### src/mf3_pkg.sv
// shared types, constants and compare functions for the 3x3 median filter
`default_nettype none

package mf3_pkg;

    localparam int PIX_W = 8;
    localparam int CNT_W = 10;
    localparam int CFG_W = 11;
    localparam int MAX_DIM = 1024;
    localparam int MIN_DIM = 3;
    localparam int DIM_RESET = 400;

    // register indexes on the configuration port
    localparam logic REG_FRAME_WIDTH = 1'b0;
    localparam logic REG_FRAME_HEIGHT = 1'b1;

    typedef logic [PIX_W-1:0] pix_t;
    typedef logic [CNT_W-1:0] cnt_t;

    // one column of the window, sorted
    typedef struct packed {
        pix_t hi;
        pix_t mid;
        pix_t lo;
    } col_t;

    // what a request produces downstream
    typedef struct packed {
        logic has_med;
        logic border;
    } flags_t;

    function automatic pix_t min2(input pix_t a, input pix_t b);
        return (a < b) ? a : b;
    endfunction

    function automatic pix_t max2(input pix_t a, input pix_t b);
        return (a > b) ? a : b;
    endfunction

    function automatic pix_t med3(input pix_t a, input pix_t b, input pix_t c);
        return max2(min2(a, b), min2(max2(a, b), c));
    endfunction

    function automatic col_t sort3(input pix_t a, input pix_t b, input pix_t c);
        col_t s;
        s.lo = min2(min2(a, b), c);
        s.hi = max2(max2(a, b), c);
        s.mid = med3(a, b, c);
        return s;
    endfunction

endpackage

`default_nettype wire

### src/mf3_median.sv
// median of nine from three pre-sorted window columns
`default_nettype none

module mf3_median
    import mf3_pkg::*;
(
    input  wire col_t col0,
    input  wire col_t col1,
    input  wire col_t col2,
    output pix_t      med
);

    pix_t lo_max;
    pix_t mid_med;
    pix_t hi_min;

    // the median is the median of: largest low, middle mid, smallest high
    always_comb
    begin
        lo_max = max2(max2(col0.lo, col1.lo), col2.lo);
        mid_med = med3(col0.mid, col1.mid, col2.mid);
        hi_min = min2(min2(col0.hi, col1.hi), col2.hi);
        med = med3(lo_max, mid_med, hi_min);
    end

endmodule

`default_nettype wire

### config.mk
export PLATFORM = sky130hd
export DESIGN_NAME = mf3_median
export DESIGN_NICKNAME = d
export VERILOG_FILES = /design/src/mf3_pkg.sv /design/src/mf3_median.sv
export SDC_FILE = /design/constraint.sdc
export NUM_CORES = 1
export LEC_CHECK = 0
export BUFFER_PORTS_ARGS = -buffer_cell sky130_fd_sc_hd__clkbuf_2
export CORE_MARGIN = 2
export CORE_UTILIZATION = 52
export DETAILED_ROUTE_END_ITERATION = 8
export GPL_ROUTABILITY_DRIVEN = 0
export PLACE_DENSITY = 0.83
export SLEW_MARGIN = 20
export SYNTH_ARGS = -nofsm -noshare
export SYNTH_HDL_FRONTEND = slang
export SYNTH_SLANG_ARGS = --single-unit
### constraint.sdc
create_clock -name vclk -period 9.7
set_input_delay 0 -clock vclk [all_inputs]
set_output_delay 0 -clock vclk [all_outputs]
set_load 0.01 [all_outputs]
==> impl_metrics.ini <==
[status]
outcome = complete, but fails checks
violations = negative setup slack

[layout]
nClkBuffers = 0
final-seq-area_um2 = 0
num-fill-cells = 418
diodes = 0
drive_above_1_share = 0.3554
finalNetCount = 706
seq_cell_count = 0
multiInputGateArea_um2 = 3064
final_area_um2 = 4264
area_delta_synth_final_pct = 35.29

[grt]
grt-ovfl-total = 0
grt_pass1_vias = 3446
antenna_found_initial = 0
track_usage = 0.2502
grt_start_max_net_pins = 20
grt_pass1_wl_mm = 13.88

[pwr]
power_density_nw_per_um2 = 363.7
p_leak_nw = 2.397
vdd_ir_drop_max_mv = 0.2786
p_sw_w = 0.0008400
total_power_w = 0.001551
combPwrFrac = 1.000
internal-power_w = 0.0007108
swShare = 0.5417
clkPwrFrac = 0
sequentialPowerShare = 0

[timing]
setup_ws_ps = -2.255
final.period_utilization = 1.000
fmax_mhz = 103.1
slew_headroom = 0.3157
drv_slew = 0
tightest_slew_ps = 1026
setup_violations = 1
hold_violations = 0
setup_total_negative_slack_ps = -2.255
finalCriticalPeriod_ps = 9702
fin_hold_ws_ps = 600.2

[placement]
place_area_um2 = 3869
portBuffers = 80
dp_hpwl_mm = 7.421

[floorplanning]
core-area_um2 = 5886
die_width_um = 81.86
die_h_um = 81.86
start_util = 0.5355
ioPinCount = 80
rows = 28
dieArea_um2 = 6700

[detailed_routing]
dr.pass1.iters = 5
drc = 0
wl_per_cell_um = 15.93
vias_per_cell = 6.025
drt_iter0_markers = 244
routed_wl_mm = 10.11
drtAntennaViolNets = 0
vias = 3826

[clock_network]
cts_hold_buf = 0

[job]
cap_violations = 0

[synthesis]
synth.most_common_cell = inv_1
synth_top_area_frac = 0.2858
synthTopCellsByArea = ha_1, mux2i_1, inv_1, a21oi_1, mux2_2
syn_nets = 579
netlist_area_um2 = 3152
synthesis.instances = 435
synth_warnings = 0
ys_seq_area_frac = 0
synth_cell_types = 56
synthTopCellsByCount = inv_1, ha_1, a21oi_1, mux2i_1, nor2_1
postSynthAreaPerCell_um2 = 7.245
synth_top_cell_by_area = ha_1

[worst_setup_path]
worstSetupEndpointType = output pin
crit_type = primary input to output pin
critical-path-top-delay-family = compound AO/OA/AOI/OAI gates
crit_fanout = 13
crit_path_top_delay_cell = or3b_1
worstPathRequired_ps = 9700
crit_path_start_kind = primary input
critical_path_arrival_ps = 9700
slowest_delay_ps = 380
critPathBufInv = 8

[hold_path]
hp-class = primary input to output pin
power by group through the flow:
stage / combinational [W] / sequential, W / clock, W
finish: 0.00155 / 0 / 0
global route: 0.00167 / 0 / 0
CTS: 0.00130 / 0 / 0
detailed placement: 0.00126 / 0 / 0
global placement: 0.00121 / 0 / 0
floorplan: 0.000854 / 0 / 0
placed cells by master, fill, tap and decap left out, drive strengths merged, types with 2 or more instances in the layout:
| cell type | count |
|---|---|
| clkbuf | 80 |
| inv | 73 |
| ha | 72 |
| buf | 56 |
| o21ai | 42 |
| mux2i | 35 |
| a21oi | 35 |
| nor2 | 31 |
| a21o | 21 |
| nand2 | 19 |
| mux2 | 18 |
| nand4 | 10 |
| o21a | 9 |
| nand2b | 8 |
| nand3 | 8 |
| nor2b | 6 |
| o211ai | 4 |
| nor3 | 3 |
| a211oi | 3 |
| and2 | 2 |
| or2 | 2 |
| xor2 | 2 |
| o31a | 2 |
cell type report:
class,count,share of cell area
tap,75,0.02201
timing repair buffer,136,0.1951
multi-input combinational,351,0.7186
inverter,73,0.06426
metal layers:
metal	track usage	vias up	wire length, µm
li1	-	1805	-
met1	0.2917	1748	3897
met2	0.4870	223	5056
met3	0.01319	50	736
met4	0.06833	0	424
met5	0	-	0
metrics by stage:
| step | instances | worst slack, ps | util |
|---|---|---|---|
| final | 635 | -2.255 | 0.7245 |
| after global routing | 635 | -337.3 | 0.7245 |
| after CTS | 617 | 1.557 | 0.6671 |
| after detailed placement | 617 | -543.8 | 0.6573 |
| after global placement | 617 | 2.306 | 0.6573 |
| after floorplan | 435 | 362.8 | - |
cell families after synthesis:
| group | synth area share |
|---|---|
| compound gates | 0.2561 |
| xor+xnor | 0.005559 |
| fa+ha+maj | 0.2894 |
| buf+inv | 0.1068 |
| mux | 0.1842 |
| simple gates | 0.1580 |
worst paths after layout:
kind | start | to | slack, ps | cells after the start
worst min-delay path | col2[17] | med[1] | 600 | 5
worst max-delay path | col1[9] | med[1] | -2 | 57
timing repair:
action                                  CTS  global route
endpoints found under the setup margin    8             8
setup buffers                             0            18
resized for setup                        12            44
pin swaps                                 3            24
(Power assumes the default switching activity.)
