[config.mk]
export PLATFORM = sky130hd
export DESIGN_NAME = mf3_out
export DESIGN_NICKNAME = d
export VERILOG_FILES = /design/src/mf3_pkg.sv /design/src/mf3_out.sv
export SDC_FILE = /design/constraint.sdc
export NUM_CORES = 1
export LEC_CHECK = 0
export BUFFER_PORTS_ARGS = -buffer_cell sky130_fd_sc_hd__clkbuf_2
export CAP_MARGIN = 10
export CORE_MARGIN = 2
export CORE_UTILIZATION = 40
export DETAILED_ROUTE_END_ITERATION = 6
export PLACE_DENSITY = 0.69
export SETUP_SLACK_MARGIN = 0.5
export SYNTH_ARGS = -nofsm -noshare
export SYNTH_HDL_FRONTEND = slang
export SYNTH_SLANG_ARGS = --single-unit
[constraint.sdc]
create_clock -name clk -period 3.6 [get_ports clk]
set_input_delay 0.72 -clock clk [delete_from_list [all_inputs] [get_ports clk]]
set_output_delay 0.72 -clock clk [all_outputs]
set_load 0.1 [all_outputs]
[src/mf3_pkg.sv]
// shared types, constants and compare functions for the 3x3 median filter
`default_nettype none

package mf3_pkg;

    localparam int PIX_W = 8;
    localparam int CNT_W = 10;
    localparam int CFG_W = 11;
    localparam int MAX_DIM = 1024;
    localparam int MIN_DIM = 3;
    localparam int DIM_RESET = 400;

    // register indexes on the configuration port
    localparam logic REG_FRAME_WIDTH = 1'b0;
    localparam logic REG_FRAME_HEIGHT = 1'b1;

    typedef logic [PIX_W-1:0] pix_t;
    typedef logic [CNT_W-1:0] cnt_t;

    // one column of the window, sorted
    typedef struct packed {
        pix_t hi;
        pix_t mid;
        pix_t lo;
    } col_t;

    // what a request produces downstream
    typedef struct packed {
        logic has_med;
        logic border;
    } flags_t;

    function automatic pix_t min2(input pix_t a, input pix_t b);
        return (a < b) ? a : b;
    endfunction

    function automatic pix_t max2(input pix_t a, input pix_t b);
        return (a > b) ? a : b;
    endfunction

    function automatic pix_t med3(input pix_t a, input pix_t b, input pix_t c);
        return max2(min2(a, b), min2(max2(a, b), c));
    endfunction

    function automatic col_t sort3(input pix_t a, input pix_t b, input pix_t c);
        col_t s;
        s.lo = min2(min2(a, b), c);
        s.hi = max2(max2(a, b), c);
        s.mid = med3(a, b, c);
        return s;
    endfunction

endpackage

`default_nettype wire

[src/mf3_out.sv]
// output register: emits the median and/or border copy of one request
`default_nettype none

module mf3_out
    import mf3_pkg::*;
(
    input  wire logic   clk,
    input  wire logic   rst_n,
    input  wire logic   load_valid,
    output logic        load_ready,
    input  wire pix_t   load_med,
    input  wire pix_t   load_pix,
    input  wire cnt_t   load_row,
    input  wire cnt_t   load_col,
    input  wire flags_t load_flags,
    output logic        out_valid,
    input  wire logic   out_ready,
    output pix_t        pixel_out,
    output cnt_t        out_row,
    output cnt_t        out_col,
    output logic        last
);

    logic   valid_reg;
    logic   phase_reg;
    flags_t flags_reg;
    pix_t   med_reg;
    pix_t   pix_reg;
    cnt_t   row_reg;
    cnt_t   col_reg;
    cnt_t   mrow_reg;
    cnt_t   mcol_reg;

    logic show_med;
    logic finish;

    assign show_med = flags_reg.has_med && !phase_reg;
    assign finish = valid_reg && out_ready && !(show_med && flags_reg.border);
    assign load_ready = !valid_reg || finish;

    assign out_valid = valid_reg;
    assign pixel_out = show_med ? med_reg : pix_reg;
    assign out_row = show_med ? mrow_reg : row_reg;
    assign out_col = show_med ? mcol_reg : col_reg;
    assign last = !show_med || !flags_reg.border;

    always_ff @(posedge clk or negedge rst_n)
    begin
        if (!rst_n)
        begin
            valid_reg <= 1'b0;
            phase_reg <= 1'b0;
            flags_reg <= '0;
        end
        else if (load_valid && load_ready)
        begin
            valid_reg <= 1'b1;
            phase_reg <= 1'b0;
            flags_reg <= load_flags;
        end
        else if (valid_reg && out_ready)
        begin
            if (show_med && flags_reg.border)
            begin
                phase_reg <= 1'b1;
            end
            else
            begin
                valid_reg <= 1'b0;
                phase_reg <= 1'b0;
            end
        end
    end

    always_ff @(posedge clk)
    begin
        if (load_valid && load_ready)
        begin
            med_reg <= load_med;
            pix_reg <= load_pix;
            row_reg <= load_row;
            col_reg <= load_col;
            mrow_reg <= load_row - cnt_t'(1);
            mcol_reg <= load_col - cnt_t'(1);
        end
    end

    // second half of a two-result request only exists after a median
    assert property (@(posedge clk) disable iff (!rst_n)
        phase_reg |-> valid_reg && flags_reg.has_med && flags_reg.border)
        else $error("border phase without pending median");

    // a result not marked last is always followed by another one
    assert property (@(posedge clk) disable iff (!rst_n)
        valid_reg && out_ready && !last |=> valid_reg && phase_reg)
        else $error("missing second result");

    // a held request always carries at least one result
    assert property (@(posedge clk) disable iff (!rst_n)
        valid_reg |-> flags_reg.has_med || flags_reg.border)
        else $error("empty request in output register");

endmodule

`default_nettype wire

==> reports/metrics.yaml, run 1 <==
status: "completed"
vias_per_cell: 4.87
core_sq_mm: 0.00628
fin_crit_ps: 2840
finalHoldViolCount: 0
area_growth_pct: 25.3
port_buffers: 72
drive_gt1_share_pct: 47.0
reg2regPathDepth: 4
antenna_found_initial: 0
slew_viol_final: 0
root_buffer: "clkbuf_8"
fin_tns_setup_ps: 0
grt_usage_pct: 12.9
synth_nets: 205
cp-start-kind: "register"
final_nets: 289
yosys_warnings: 0
worstSetupPathType: "register to primary output"
synthFlopType: "edfxtp_1"
rsz0062_at_grt: "false"
ys_seq_elements: 60
routedWlPerCell_um: 13.5
synth_edf_count: 56
reg2reg_slack_ps: 2010
clkLatencyLatePin_ps: 320
synth_top_area_cell: "edfxtp_1"
max_slew_margin_pct: 62.9
postLayoutCellArea_sq_mm: 0.00323
grt_start_max_net_pins: 35
endpoint_kind: "primary output"
grt_pass1_vias: 1484
critPathMaxFanout: 11
synthArstFlopShare_pct: 6.67
initialDrtViolationCount: 61
drc: 0
antenna_left: 0
critPathLaunch: "phase_reg"
syn_area_sq_mm: 0.00258
reg2reg_from: "flags_reg[0]"
cp.required_ps: 2880
synth.top_cell.area_share_pct: 65.2
ys_types: 34
cts_tree: "yes"
cts_post_setup_buffers_inserted: 0
worst_slew_pin_slew_ps: 560
drv_cap: 0
setup_violations: 0
gp_congestion: 0.800
clock_path_buffers: 2
dpl.hpwl_mm: 3.23
synth_area_leaders: "edfxtp_1 (65%), mux2_2 (11%), dfrtp_1 (3.9%)"
placed_area_sq_mm: 0.00306
pin_count: 73
grt_overflow: 0
die_w_um: 84.3
cts_buffers: 9
cts_hold_buffers: 0
crit_arrival_ps: 2120
vias: 1588
num_rows: 29
finClkSkew_ps: 6.39
synth-seq-area-share_pct: 69.1
cts_resized: 0
crit_chain: "nand2b_1 > buf_4 > mux2_2 > clkbuf_2"
max_stage_delay_ps: 410
synth_most_common_cell: "edfxtp_1"
clkTransAtPathRegs_ps: 60
timing.rr.end: "mcol_reg[4]"
die-area_sq_mm: 0.00711
syn_avg_cell_area_sq_um: 16.0
initial_core_util_pct: 41.1
netlist_instances: 161
max_freq_ghz: 0.352
drt-total-wl_mm: 4.41
num_antenna_cells: 0
dieHeight_um: 84.3
finalCritPeriodShare_pct: 79.0
drt_pass1_iterations: 4
grt_pass1_wl_mm: 6.88
hold_class: "input port to asynchronous set/reset pin"
cts_max_level: 3
cts.sinks: 60
yosys-top-cells-count: "edfxtp_1 (56), mux2_2 (25), inv_1 (11), xor2_1 (8)"
crit_slowest_cell: "nand2b_1"
worst max-delay path: cells and delay by family (launching register included):
kind / cells / cell delay (ps)
and+or+nand+nor: 1 / 410
DFF: 1 / 370
buffers and inverters: 2 / 660
muxes: 1 / 350
metal layers:
metal	vias up	share of wire [%]	global-route usage, %
li1	770	-	-
met1	766	44	15.6
met2	45	49	20.3
met3	7	5.6	5.01
met4	0	1.4	6.16
met5	-	0	0
area by class of cell:
type                       instances  area (sq um)
clock buffer                      12           135
clock inverter                     3          38.8
fill                             574          3040
inverter                          11          41.3
multi-input combinational         87           749
sequential                        60          1780
tap                               77          96.3
timing repair buffer              76           390
stage by stage:
step	setup slack, ps	cells	hold slack (ps)	utilization, %
5_1_grt	621	326	180	51.5
3_3_place_gp	1080	311	516	48.7
2_1_floorplan	587	161	424	-
3_5_place_dp	1050	311	528	48.7
6_report	757	326	200	51.5
4_1_cts	692	326	183	51.5
cell families (layout without fill, tap and decap cells):
logic type      after synthesis  after routing  share of synthesized area (%)
compound gates               10             10                           2.67
fa+ha+maj                     2              2                          0.970
simple gates                 33             33                           8.15
flops                        60             60                           69.1
buf+inv                      14            102                           2.18
mux                          28             28                           12.2
xor+xnor                     14             14                           4.75
how the worst max path moves through the flow:
stage	to	slack [ps]	depth (start not counted)
finish	pixel_out[1]	760	4
global route	pixel_out[7]	620	4
CTS	out_col[6]	690	4
detailed placement	out_col[6]	1050	4
global placement	out_col[5]	1080	4
floorplan	load_ready	590	3
placed cells by master, fill, tap and decap left out, types with 2 or more instances in the layout:
cell type / instances
mux2_2: 25
and3_1: 2
o31ai_1: 2
nor2b_1: 2
clkbuf_8: 9
ha_1: 2
nand2_1: 4
inv_1: 11
nand3b_1: 2
a21oi_1: 2
mux2_1: 3
nand3_1: 3
dfrtp_1: 4
xnor2_1: 6
nand2b_1: 2
nor3_1: 2
edfxtp_1: 56
clkbuf_2: 72
xor2_1: 8
buf_4: 4
clkbuf_1: 3
nor2_1: 6
Power of run 1 is left out: the tool's default activity adds up to more than one toggle a clock period on the data nets, which glitch-free logic cannot reach.
==> run 2: changes to the inputs <==
==> constraint.sdc (replaced) <==
create_clock -name clk -period 2.56 [get_ports clk]
set_input_delay 0.512 -clock clk [delete_from_list [all_inputs] [get_ports clk]]
set_output_delay 0.512 -clock clk [all_outputs]
set_load 0.1 [all_outputs]
==> run 2 against run 1 <==
Routed wire length is 16% higher. Flip-flop and latch count did not move. Setup slack worse by 360 ps. Clock skew increased by 0.73 ps. Via count increased by 0.50%. Count of clock-buffer cells in the layout is 1 lower. Critical path depth unchanged. Global-route usage increased by 2.2 points. Sequential share of layout area decreased by 9.0 points. Critical path type unchanged. Largest cell class unchanged.
==> reports/metrics.yaml, run 2 (synthesis gave the netlist of run 1 again) <==
status: "completed"
setup_violations: 0  # unchanged
area_growth_pct: 49.9
dpl.hpwl_mm: 3.39  # +4.8%
antenna_left: 0  # unchanged
antenna_found_initial: 0  # unchanged
critPathMaxFanout: 8  # -3
cts_tree: "yes"
worst_slew_pin_slew_ps: 534  # -25.6 ps
slew_viol_final: 0  # unchanged
vias_per_cell: 4.79  # -1.6%
dieHeight_um: 84.3  # unchanged
rsz0062_at_grt: "true"
finClkSkew_ps: 7.12  # +0.728 ps
place_ws_ps: 664  # -390 ps
finalHoldViolCount: 0  # unchanged
cp.required_ps: 2050  # -830 ps
drt_pass1_iterations: 4  # unchanged
num_rows: 29  # unchanged
initial_core_util_pct: 41.1  # unchanged
initialDrtViolationCount: 90  # +48%
layout_commonest_cell: "edfxtp_1"
gp_congestion: 0.818  # +2.3%
grt_pass1_wl_mm: 8.07  # +17%
cts_buffers: 9  # unchanged
cts_max_level: 3  # unchanged
clkTransAtPathRegs_ps: 60  # about the same
final_nets: 295  # +2.1%
layout_common_cells: "edfxtp_1 (56), clkbuf_2 (43), buf_12 (30)"
endpoint_kind: "primary output"
finalCritPeriodShare_pct: 84.4
final_core_util_pct: 61.6  # +10 points
clkLatencyLatePin_ps: 330  # about the same
hold_class: "input port to register"
max_freq_ghz: 0.463
vias: 1596  # +0.50%
grt_usage_pct: 15.1  # +2.2 points
num_antenna_cells: 0  # unchanged
die_w_um: 84.3  # unchanged
cp-start-kind: "register"
grt_pass1_vias: 1704  # +15%
core_sq_mm: 0.00628  # unchanged
worstSetupPathType: "register to primary output"
drt-total-wl_mm: 5.10  # +16%
drive_gt1_share_pct: 50.8  # +3.8 points
setup_ws_ps: 399  # -357 ps
cts.sinks: 60  # unchanged
crit_arrival_ps: 1650  # -470 ps
grt_start_max_net_pins: 57  # +63%
dp.cells: 310  # -0.32%
grt_overflow: 0  # unchanged
fin_crit_ps: 2160
routedWlPerCell_um: 15.3  # +13%
root_buffer: "clkbuf_8"
clock_path_buffers: 2  # unchanged
drv_cap: 0  # unchanged
max_slew_margin_pct: 64.1  # +1.3 points
stdcell_count: 333  # +2.1%
port_buffers: 72  # unchanged
pin_count: 73  # unchanged
drc: 0  # unchanged
die-area_sq_mm: 0.00711  # unchanged
## run 2: changes by cell type in the layout (fill, tap and decap cells not counted), sizes merged
cell,delta
bufinv,+1
clkinvlp,+1
dlygate4sd3,+1
clkbuf,-29
buf,+33
## run 2: area by class of cell
cell class	instances	area, sq um
multi-input combinational	87	825
tap	77	96.3
sequential	60	1780
clock buffer	11	131
inverter	11	41.3
timing repair buffer	82	915
fill	493	2410
clock inverter	5	76.3
## run 2: final timing paths
check / startpoint / end / slack (ps) / depth (start not counted)
worst max-delay path: phase_reg / out_col[3] / 400 / 4
worst min-delay path: load_pix[6] / pix_reg[6] / 350 / 1
worst max register to register: flags_reg[1] / mcol_reg[2] / 950 / 5
worst min register to register: flags_reg[0] / flags_reg[0] / 550 / 1
max in group asynchronous: rst_n / flags_reg[1] / 1900 / 2
min in group asynchronous: rst_n / out_valid / 520 / 2
## run 2: through the flow
step	TNS [ps]	hold WS [ps]	cell area (sq um)
6_report	0	350	3870
2_1_floorplan	-7490	216	2590
4_1_cts	0	336	3760
3_5_place_dp	0	323	3490
3_3_place_gp	0	324	3490
5_1_grt	0	324	3870
## run 2: worst max-delay path: stages (launching register included)
cell and delay (ps):
dfrtp_1 410, nand2b_4 210, clkbuf_16 190, mux2_4 330, buf_12 170
## run 2: what timing repair did
action / 4_1_cts / 5_1_grt
endpoints found under the setup margin: 29 / 29
gates resized for setup: 10 / 18
setup buffers: 1 / 3
hold buffers: 1 / 0
hold endpoints to repair: 4 / 0
gates cloned: 1 / 1
pin swaps: 1 / 0
## run 2: routing by layer
metal  GRT usage [%]  wire length (um)  vias up
li1                -                 -      785
met1            17.5              2130      761
met2            24.8              2650       42
met3            5.80               240        8
met4            7.33                81        0
met5               0                 0        -
Power of run 2 is left out for the same reason.
==> run 3: changes to the inputs <==
==> constraint.sdc (replaced) <==
create_clock -name clk -period 1.87 [get_ports clk]
set_input_delay 0.374 -clock clk [delete_from_list [all_inputs] [get_ports clk]]
set_output_delay 0.374 -clock clk [all_outputs]
set_load 0.1 [all_outputs]
==> run 3 against run 2 <==
The run now ends with setup timing left. Clock skew about the same. Sequential share of layout area decreased by 5.2 points. Count of clock-buffer cells in the layout decreased by 2. Setup slack got worse by 480 ps. Worst hold slack got worse by 140 ps. Die area unchanged. Critical path depth unchanged. Largest cell class unchanged.
==> reports/metrics.yaml, run 3 (synthesis gave the netlist of run 1 again) <==
core_sq_mm: 0.00628  # unchanged
drt-total-wl_mm: 5.72  # +12%
reg2reg_slack_ps: 20  # -930 ps
crit_chain: "nand2b_4 > clkbuf_16 > mux2_4 > buf_12"
initial_core_util_pct: 41.1  # unchanged
place_ws_ps: 95.6  # -568 ps
drt_pass1_iterations: 4  # unchanged
gp_congestion: 0.821  # +0.42%
max_stage_delay_ps: 390  # -20 ps
drc: 0  # unchanged
port_buffers: 72  # unchanged
slew_viol_final: 0  # unchanged
holdPathStages: 1  # unchanged
cts_tree: "yes"
grt_start_max_net_pins: 16  # -72%
worst_slew_pin_slew_ps: 255  # -279 ps
antenna_found_initial: 0  # unchanged
route.met2.wl_mm: 3.05  # +15%
reg2reg_from: "flags_reg[1]"
finClkSkew_ps: 7.10  # -0.0166 ps
clkTransAtPathRegs_ps: 70  # about the same
status: "complete, but fails checks"
reg2regPathDepth: 9  # +4
top_layer: "met4"
critPathMaxFanout: 7  # -1
timing.rr.end: "pix_reg[6]"
worstSetupPathType: "register to primary output"
crit_slowest_cell: "dfrtp_1"
cp-start-kind: "register"
grt_usage_pct: 17.5  # +2.4 points
antenna_left: 0  # unchanged
layout_common_cells: "edfxtp_1 (56), clkbuf_2 (39), buf_12 (33)"
crit_arrival_ps: 1580  # -70 ps
fillers: 398  # -19%
area_growth_pct: 68.8
clkLatencyLatePin_ps: 340  # about the same
hold_class: "input port to register"
wl_met3_um: 274  # +14%
finalHoldViolCount: 0  # unchanged
grt_pass1_wl_mm: 9.24  # +14%
drv_cap: 0  # unchanged
vias: 1717  # +7.6%
hp-start: "load_pix[3]"
die_w_um: 84.3  # unchanged
cts_buffers: 9  # unchanged
finalCritPeriodShare_pct: 105
root_buffer: "clkbuf_8"
dieHeight_um: 84.3  # unchanged
setup_violations: 29  # +29
pin_count: 73  # unchanged
cp.required_ps: 1500  # -550 ps
routedWlPerCell_um: 16.2  # +6.0%
vias_per_cell: 4.88  # +1.8%
wl_met1_mm: 2.29  # +7.2%
initialDrtViolationCount: 75  # -17%
grt_overflow: 0  # unchanged
max_slew_margin_pct: 82.9  # +19 points
setup_ws_ps: -84.4  # -484 ps
num_rows: 29  # unchanged
fin_hold_ws_ps: 211  # -139 ps
cts.sinks: 60  # unchanged
fin_tns_setup_ps: -2130  # -2130 ps
whs_endpoint: "pix_reg[3]"
dpl.hpwl_mm: 3.43  # +1.2%
cts_max_level: 3  # unchanged
layout_commonest_cell: "edfxtp_1"
drive_gt1_share_pct: 57.8  # +7.0 points
violations: "setup timing"
fin_crit_ps: 1950
die-area_sq_mm: 0.00711  # unchanged
placed_area_sq_mm: 0.00368  # +5.5%
max_freq_ghz: 0.512
clock_path_buffers: 2  # unchanged
postLayoutCellArea_sq_mm: 0.00435  # +13%
final_nets: 314  # +6.4%
num_antenna_cells: 0  # unchanged
endpoint_kind: "primary output"
rsz0062_at_grt: "true"
grt_pass1_vias: 1812  # +6.3%
==> run 3: layout make-up <==
class,count,area (sq um),share of cell area [%]
clock buffer,9,124,2.84
multi-input combinational,87,908,20.9
timing repair buffer,101,1320,30.2
sequential,60,1780,40.9
clock inverter,7,67.6,1.55
inverter,11,58.8,1.35
tap,77,96.3,2.21
==> run 3: critical path: cells and delay by family (launching register included) <==
kind | cells | cell delay, ps
buffers and inverters | 2 | 350
flip-flops | 1 | 390
AND/OR/NAND/NOR | 1 | 190
multiplexers | 1 | 310
==> run 3: routing by layer <==
metal  vias up  track usage [%]
met3        12             4.23
met5         -                0
met4         0             8.36
met1       821             20.5
met2        57             30.4
li1        827                -
==> run 3: timing repair <==
action                     CTS  global route
pin swaps                    2             5
gates resized for setup     24            10
buffers inserted            14             2
hold buffers                 1             0
hold endpoints to repair     4             0
setup endpoints to repair   88            92
gates cloned                 7             1
==> run 3: worst max path at each step <==
stage                             from  cells after the start          end
after floorplan           flags_reg[0]                      3   col_reg[0]
after global placement     load_col[1]                      4  mcol_reg[9]
after detailed placement   load_col[1]                      4  mcol_reg[9]
after CTS                    phase_reg                      4   out_col[3]
after global routing         phase_reg                      4   out_col[6]
final                        phase_reg                      4   out_row[6]
==> run 3: stage by stage <==
stage / utilization (%) / cells
2_1_floorplan: - / 161
3_3_place_gp: 58.6 / 311
3_5_place_dp: 58.6 / 311
4_1_cts: 68.4 / 349
5_1_grt: 69.4 / 352
6_report: 69.4 / 352
Power of run 3 is left out for the same reason.
